File: src/mkdr_pkg.sv
// Shared constants, types and codes for the matrix key debounce and repeat unit.
package mkdr_pkg;

    localparam int unsigned LINE_W  = 4;
    localparam int unsigned CFG_W   = 8;
    localparam int unsigned KEY_W   = 5;
    localparam int unsigned KIND_W  = 2;
    localparam int unsigned POS_W   = 2;

    localparam logic [CFG_W-1:0]  PRESS_SATURATE = 8'd200;
    localparam logic [CFG_W-1:0]  DEBOUNCE_RESET = 8'd5;
    localparam logic [CFG_W-1:0]  REPEAT_RESET   = 8'd55;
    localparam logic [KEY_W-1:0]  KEY_BASE       = 5'd4;
    localparam logic [LINE_W-1:0] LINES_IDLE     = 4'hF;

    typedef enum logic [0:0] {
        CFG_DEBOUNCE_COUNT = 1'b0,
        CFG_REPEAT_PERIOD  = 1'b1
    } cfg_index_t;

    typedef enum logic [KIND_W-1:0] {
        EVT_PRESS   = 2'd0,
        EVT_REPEAT  = 2'd1,
        EVT_RELEASE = 2'd2
    } event_kind_t;

    typedef struct packed {
        logic [LINE_W-1:0] rows;
        logic [LINE_W-1:0] cols;
    } scan_item_t;

    typedef struct packed {
        logic              emit;
        event_kind_t       kind;
        logic [KEY_W-1:0]  key;
    } key_event_t;

    typedef struct packed {
        logic              valid;
        logic [KEY_W-1:0]  key;
    } key_code_t;

endpackage

File: src/mkdr_decode.sv
// Key code decoder: one low row and one low column give a key number.
module mkdr_decode
    import mkdr_pkg::*;
(
    input  logic [LINE_W-1:0] rows,
    input  logic [LINE_W-1:0] cols,
    output key_code_t         code
);

    logic             row_ok;
    logic             col_ok;
    logic [POS_W-1:0] row_pos;
    logic [POS_W-1:0] col_pos;

    always_comb
    begin
        row_ok  = 1'b1;
        row_pos = '0;
        case (rows)
            4'h7:    row_pos = 2'd0;
            4'hB:    row_pos = 2'd1;
            4'hD:    row_pos = 2'd2;
            4'hE:    row_pos = 2'd3;
            default: row_ok  = 1'b0;
        endcase
    end

    always_comb
    begin
        col_ok  = 1'b1;
        col_pos = '0;
        case (cols)
            4'h7:    col_pos = 2'd0;
            4'hB:    col_pos = 2'd1;
            4'hD:    col_pos = 2'd2;
            4'hE:    col_pos = 2'd3;
            default: col_ok  = 1'b0;
        endcase
    end

    assign code.valid = row_ok & col_ok;
    assign code.key   = KEY_BASE + {1'b0, col_pos, row_pos};

endmodule

File: src/mkdr_core.sv
// Debounce, repeat and release state with its configuration registers.
module mkdr_core
    import mkdr_pkg::*;
(
    input  logic             clk,
    input  logic             rst_n,
    input  logic             cfg_we,
    input  cfg_index_t       cfg_index,
    input  logic [CFG_W-1:0] cfg_data,
    input  logic             fire,
    input  scan_item_t       item,
    output key_event_t       result
);

    logic [CFG_W-1:0] debounce_reg;
    logic [CFG_W-1:0] period_reg;
    logic [CFG_W-1:0] ticks_reg;
    logic [CFG_W-1:0] ticks_next;
    logic             pending_reg;
    logic             pending_next;
    logic [KEY_W-1:0] held_reg;
    logic [KEY_W-1:0] held_next;
    logic [CFG_W-1:0] countdown_reg;
    logic [CFG_W-1:0] countdown_next;

    logic [CFG_W-1:0] limit;
    logic             stepped;
    logic [CFG_W-1:0] ticks_inc;
    logic [CFG_W-1:0] countdown_dec;
    key_code_t        code;

    mkdr_decode u_decode
    (
        .rows (item.rows),
        .cols (item.cols),
        .code (code)
    );

    always_comb
    begin
        limit          = (debounce_reg == '0) ? CFG_W'(1) : debounce_reg;
        stepped        = ticks_reg < PRESS_SATURATE;
        ticks_inc      = stepped ? ticks_reg + CFG_W'(1) : ticks_reg;
        countdown_dec  = countdown_reg - CFG_W'(1);
        ticks_next     = ticks_reg;
        pending_next   = pending_reg;
        held_next      = held_reg;
        countdown_next = countdown_reg;
        result.emit    = 1'b0;
        result.kind    = EVT_PRESS;
        result.key     = held_reg;

        if (item.rows == LINES_IDLE)
        begin
            ticks_next = '0;
            if (pending_reg)
            begin
                pending_next = 1'b0;
                result.emit  = 1'b1;
                result.kind  = EVT_RELEASE;
            end
        end
        else
        begin
            ticks_next = ticks_inc;
            if (ticks_inc < limit)
            begin
                ticks_next = ticks_inc;
            end
            else if (ticks_inc == limit && stepped)
            begin
                if (!code.valid)
                begin
                    ticks_next     = '0;
                    pending_next   = 1'b0;
                    held_next      = '0;
                    countdown_next = '0;
                end
                else
                begin
                    pending_next   = 1'b1;
                    countdown_next = period_reg;
                    held_next      = code.key;
                    result.emit    = 1'b1;
                    result.kind    = EVT_PRESS;
                    result.key     = code.key;
                end
            end
            else if (countdown_reg != '0)
            begin
                countdown_next = countdown_dec;
                if (countdown_dec == '0)
                begin
                    countdown_next = period_reg;
                    if (period_reg != '0)
                    begin
                        result.emit = 1'b1;
                        result.kind = EVT_REPEAT;
                    end
                end
            end
            else
            begin
                countdown_next = period_reg;
            end
        end
    end

    always_ff @(posedge clk or negedge rst_n)
    begin
        if (!rst_n)
        begin
            debounce_reg  <= DEBOUNCE_RESET;
            period_reg    <= REPEAT_RESET;
            ticks_reg     <= '0;
            pending_reg   <= 1'b0;
            held_reg      <= '0;
            countdown_reg <= REPEAT_RESET;
        end
        else
        begin
            if (cfg_we && cfg_index == CFG_DEBOUNCE_COUNT)
            begin
                debounce_reg <= cfg_data;
            end
            if (cfg_we && cfg_index == CFG_REPEAT_PERIOD)
            begin
                period_reg <= cfg_data;
            end
            if (fire)
            begin
                ticks_reg     <= ticks_next;
                pending_reg   <= pending_next;
                held_reg      <= held_next;
                countdown_reg <= countdown_next;
            end
        end
    end

endmodule

File: src/matrix_key_debounce_repeat_unit.sv
// Top level of the 4x4 matrix keypad debounce, auto-repeat and release unit.
//
//   channel   handshake               payload
//   ------    ---------               -------
//   input     in_valid / in_ready     row_lines[3:0], column_lines[3:0]
//   output    out_valid / out_ready   event_kind[1:0], key_number[4:0]
//   config    cfg_we                  cfg_index, cfg_data[7:0]
//
// One transaction per cycle sustained while no result waits at the output;
// the input register captures a transaction at acceptance, then decode and
// state update load the result register once the output slot is free. At
// most one result per scan transaction.
// Reset clears the state and loads the default debounce and repeat values.
// A waiting result stalls the state update; the input register still takes
// one more transaction while the result waits.
module matrix_key_debounce_repeat_unit
    import mkdr_pkg::*;
(
    input  logic              clk,
    input  logic              rst_n,
    input  logic              cfg_we,
    input  logic              cfg_index,
    input  logic [CFG_W-1:0]  cfg_data,
    input  logic              in_valid,
    output logic              in_ready,
    input  logic [LINE_W-1:0] row_lines,
    input  logic [LINE_W-1:0] column_lines,
    output logic              out_valid,
    input  logic              out_ready,
    output logic [KIND_W-1:0] event_kind,
    output logic [KEY_W-1:0]  key_number
);

    logic        item_valid_reg;
    scan_item_t  item_reg;
    logic        fire;
    key_event_t  result;
    logic        out_valid_reg;
    event_kind_t kind_reg;
    logic [KEY_W-1:0] key_reg;

    assign fire     = item_valid_reg && (!out_valid_reg || out_ready);
    assign in_ready = !item_valid_reg || fire;

    mkdr_core u_core
    (
        .clk       (clk),
        .rst_n     (rst_n),
        .cfg_we    (cfg_we),
        .cfg_index (cfg_index_t'(cfg_index)),
        .cfg_data  (cfg_data),
        .fire      (fire),
        .item      (item_reg),
        .result    (result)
    );

    always_ff @(posedge clk or negedge rst_n)
    begin
        if (!rst_n)
        begin
            item_valid_reg <= 1'b0;
            out_valid_reg  <= 1'b0;
        end
        else
        begin
            if (in_ready)
            begin
                item_valid_reg <= in_valid;
            end
            if (fire && result.emit)
            begin
                out_valid_reg <= 1'b1;
            end
            else if (out_ready)
            begin
                out_valid_reg <= 1'b0;
            end
        end
    end

    always_ff @(posedge clk)
    begin
        if (in_ready && in_valid)
        begin
            item_reg.rows <= row_lines;
            item_reg.cols <= column_lines;
        end
        if (fire && result.emit)
        begin
            kind_reg <= result.kind;
            key_reg  <= result.key;
        end
    end

    assign out_valid  = out_valid_reg;
    assign event_kind = kind_reg;
    assign key_number = key_reg;

endmodule
File: config.mk
export PLATFORM = sky130hd
export DESIGN_NAME = matrix_key_debounce_repeat_unit
export DESIGN_NICKNAME = d
export VERILOG_FILES = /design/src/mkdr_pkg.sv /design/src/mkdr_decode.sv /design/src/mkdr_core.sv /design/src/matrix_key_debounce_repeat_unit.sv
export SDC_FILE = /design/constraint.sdc
export NUM_CORES = 1
export LEC_CHECK = 0
export BUFFER_PORTS_ARGS = -buffer_cell sky130_fd_sc_hd__buf_4
export CAP_MARGIN = 10
export CORE_MARGIN = 2
export CORE_UTILIZATION = 25
export DETAILED_ROUTE_END_ITERATION = 6
export PLACE_DENSITY = 0.51
export SYNTH_ARGS = -nofsm -noshare
export SYNTH_HDL_FRONTEND = slang
export SYNTH_HIERARCHICAL = 1
export SYNTH_SLANG_ARGS = --single-unit
File: constraint.sdc
create_clock -name clk -period 3.26 [get_ports clk]
set_input_delay 0.652 -clock clk [delete_from_list [all_inputs] [get_ports clk]]
set_output_delay 0.652 -clock clk [all_outputs]
set_load 0.02 [all_outputs]
Word-level counts from Yosys, hierarchy flattened
Index checks and enable logic that the tools add are counted.
- register bits: 55
- input bits: 22
- output and inout port bits: 9
- logic and storage cells: 84
- add/subtract/negate cells: 3
- $lt $le $gt $ge: 2
- equality and inequality tests: 11
- muxes and demuxes: 31
- bitwise gates (word level): 4
- reduce and logical (&&, ||, !) cells: 21
- operator list (cell ; number):
    $mux 8 ; 12
    $eq 4x4->1 const B ; 7
    $mux 3 ; 6
    $logic_not 8->1 ; 2
    $reduce_bool 8->1 ; 2
    $mux 5 ; 3
    $pmux 2 s3 ; 2
    $add 8x1->8 const B ; 1
    $eq 4x3->1 const B ; 2
    $eq 8x8->1 ; 1
    $lt 8x8->1 ; 1
    $lt 8x8->1 const B ; 1
    $mux 1 ; 8
    $reduce_or 4->1 ; 2
    $sub 8x1->8 const B ; 1
    $logic_and 1x1->1 ; 6
    $reduce_and 3->1 ; 2
    $add 3x4->5 const A ; 1
    $reduce_and 4->1 ; 1
    $reduce_bool 2->1 ; 2
    $not 1->1 ; 3
    $logic_not 1->1 ; 2
    $logic_or 1x1->1 ; 2
    $ne 2x1->1 const B ; 1
    $and 1x1->1 ; 1

Logic depth before layout (Yosys ltp)
- depth after elaboration: 10
- depth in mapped cells: 15
- gate-level depth less buffers: 14

Hierarchy
The synthesis kept the hierarchy.
- modules (own cells, without submodules) (module ; times used ; cells each ; area an instance (um^2) ; seq. area each (um^2)):
    mkdr_core ; 1 ; 258 ; 2518.7 ; 965.9
    matrix_key_debounce_repeat_unit ; 1 ; 25 ; 559.3 ; 500.5
    mkdr_decode ; 1 ; 15 ; 121.4 ; 0.0

Least setup slack after synthesis
No wires, ideal clock.
- path type: flip-flop to flip-flop
- start point: register u_core.ticks_reg[4]
- end point: register kind_reg[0] (netlist: event_kind[0]), enable pin
- library setup time: 0.364 ns
- arrival: 3.090 ns
- data required time: 2.896 ns
- path slack: -0.195 ns
- stages on the path, launching flop included: 14
- buffers on the path: 0
- clock period less this slack: 3.455 ns
- cell sequence: dfrtp_1 o311ai_4 nand2b_1 inv_1 and3_1 xor2_1 ha_1 and4_1 a21boi_1 o21ai_1 nor2_1 or3_1 nand2_1 nor2b_1
- RTL lines (item ; line ; text):
    from (decl) ; mkdr_core.sv:17 ; logic [CFG_W-1:0] ticks_reg;
    from (signal assigned) ; mkdr_core.sv:132 ; ticks_reg <= ticks_next;
    to (signal assigned) ; matrix_key_debounce_repeat_unit.sv:90 ; kind_reg <= result.kind;
    to (decl) ; matrix_key_debounce_repeat_unit.sv:39 ; event_kind_t kind_reg;

==> metrics <==
Sink Count 55; TritonRoute pass-1 iters 5; # diodes 0; Worst-Margin Slew 0.8415 ns; Multi-input gate area 1652 sq um; outcome finished, final reports clean; Worst R2R End key_number[1]; #FFs+latches synth 55; H-tree depth 2; # DRC 0; row cnt 41; Crit Path Class flip-flop to flip-flop; highest-delay cell along the critical path dfrtp_1; CTS Buf Count 5; die area 13,720 sq um; Max-slew headroom 43.78%; fin nets 378; DIE HEIGHT 117.1 microns; Max clock buf depth 2; Synth cell types 65; drt wl/cell 13.90 microns; fmax 325.3 MHz; CORE AREA 12,570 sq um; DR iter-0 viols 77; Worst-path clk slew 0.07 ns; ys async rst share 72.73%; Layout Cells excl Fill 516; EDFF count, synth 15; crit-path cells o311ai_4 -> buf_4 -> mux2_2 -> ha_1 -> and4_1 -> and3_4 -> buf_6 -> o21ai_1 -> nor2_1 -> or3_1 -> nand2_1 -> nor2b_4; clk root buf clkbuf_16; Critical Path Source Type flip-flop; CP top delay family simple AND/OR/NAND/NOR gates; Final setup viols 0; Mapped Nets 333; gr ovfl total 0; via/cell ratio 4.587; Synth Flop Type dfrtp_1; Filler cells 1,265; Worst Path Required 3.32 ns; FF-to-FF path depth 12; PortBufs 30; crit path max fanout 8; largest stage delay on the critical path 0.41 ns; Final Max Tran Viols 0; Avg Cell Area, Syn 10.74 sq um; area delta synth->final 22.84%; storage element area 1466 sq um; r2r setup slk 0.19 ns; Synth Cell Area 3199 sq um; io pins 31; Cells after DPL 508; WL final 7173 microns; share of cells above drive strength 1 31.10%; clk_skew 0.005585 ns; Worst setup EP type flip-flop; Post-DP HPWL 5449 microns; pin count of the biggest net entering global routing 41; leakage power 1.652 nW; Hold-fix buffers, CTS 0; Hold Vio Cnt, Final 0; Synthesis Warnings 6; Die X 117.1 microns; total power 2.434 mW; Critical R2R Launch u_core/ticks_reg[4]; Initial Utilization 25.46%; sequential area share after synthesis 45.83%; hold crit path type input pin to async pin; GRT Resource Usage Total 11.06%; Max-Cap Viols 0; vias in the first global route 2,299; CTS tree yes; post-synthesis cell count 298; post-route clock period utilization 94.28%; Worst VDD drop 0.0002654 V; ANT nets after route 0; antenna violations before repair 0; Period minus WS final 3.074 ns; vias 2,367; GPL Wtd Cong 0.8021; clk_lat worst skew 0.30 ns; Arr. time, crit path 3.14 ns; PD cells 619.4 nW/um^2; first-pass GRT wire length 11,780 microns; worst path bufs/invs 2
timing repair:
| item | in CTS | in global routing |
|---|---|---|
| resized for setup | 0 | 6 |
| buffers inserted | 0 | 0 |
| hold endpoints to repair | 0 | 0 |
| setup endpoints to repair | 0 | 10 |
cells by family after synthesis:
family | after synthesis | share of synthesized area (%)
muxes | 21 | 7.274
buffers and inverters | 28 | 3.637
adders and majority gates | 13 | 5.084
xor gates and xnor gates | 15 | 4.106
AOI/OAI and AO/OA | 67 | 16.58
and+or+nand+nor | 99 | 17.48
DFF | 55 | 45.83
layout by cell type (no fill, tap or decap), types with 8 or more instances in the layout:
master    count
a21oi_1       8
buf_4        45
dfrtp_1      28
dfstp_2      12
edfxtp_1     15
ha_1         13
inv_1        19
mux2_2       18
nand2_1      34
nand3_1       8
nor2_1       10
o21ai_0      13
cells in the mapped netlist (2+ instances only):
library cell  number  area share, %
a31oi_1            3           0.59
nand2_1           34            4.0
nor4_1             3           0.59
nand2b_1           6            1.2
o31ai_1            3           0.70
and3_1             6            1.2
nand3_1            8            1.3
mux2_2            18            6.3
nor4_4             2            1.3
o22ai_1            3           0.59
clkbuf_1           4           0.47
nor3_1             7            1.1
nand4_1            3           0.59
buf_2              2           0.31
nand4b_1           2           0.55
edfxtp_1          15             14
dfrtp_1           28             22
dfstp_2           12            9.9
xor2_1             8            2.2
o21ai_1            3           0.47
o21ai_0           13            2.0
inv_1             19            2.2
a21oi_1            8            1.3
a211oi_1           2           0.47
and2_1             3           0.59
and4_1             2           0.55
nor2_1            11            1.3
a32o_1             7            2.2
o21bai_1           3           0.70
nor2b_1            3           0.59
ha_1              13            5.1
xnor2_1            7            1.9
mux2i_1            3           0.94
o211ai_1           3           0.70
worst max path at each step:
| stage | from | depth (start not counted) | slack (ns) | endpoint |
|---|---|---|---|---|
| floorplan | u_core/ticks_reg[4] | 15 | 0.03 | event_kind[0] |
| global placement | u_core/ticks_reg[4] | 12 | 0.16 | key_number[4] |
| detailed placement | u_core/ticks_reg[4] | 14 | 0.06 | key_number[4] |
| CTS | u_core/ticks_reg[4] | 14 | 0.05 | key_number[4] |
| global route | u_core/ticks_reg[4] | 12 | -0.01 | event_kind[1] |
| finish | u_core/ticks_reg[4] | 12 | 0.19 | key_number[1] |
area by class of cell:
type                    instances  share of cell area (%)
well taps                     172                   5.476
clock inverters                 3                   1.210
inverters                      20                   1.910
multi-input cells             215                   42.02
repair buffers                 46                   8.883
flip-flops and latches         55                   37.31
clock buffers                   5                   3.184
routing by layer:
metal	up-vias	wire length [microns]	track usage [%]
li1	1186	-	-
met1	1152	3376	14.66
met2	24	3518	18.46
met3	5	183	1.905
met4	0	94	3.529
met5	-	0	0
through the flow:
stage	TNS, ns	util [%]	worst slack (ns)	area (sq um)	hold WS (ns)
4_1_cts	0	31.05	0.05163	3902	0.3621
3_3_place_gp	0	29.68	0.1612	3730	0.4600
2_1_floorplan	0	-	0.02559	3211	0.3564
5_1_grt	-0.07653	31.27	-0.01131	3930	0.3818
6_report	0	31.27	0.1864	3930	0.3379
3_5_place_dp	0	29.68	0.06133	3730	0.4671
where the power goes:
group	leakage [nW]	switching, mW	total (mW)	internal, mW
logic	0.941	0.427	0.815	0.388
clock network	0.0844	0.258	0.625	0.367
registers	0.626	0.154	0.994	0.840
(Power assumes the default switching activity.)
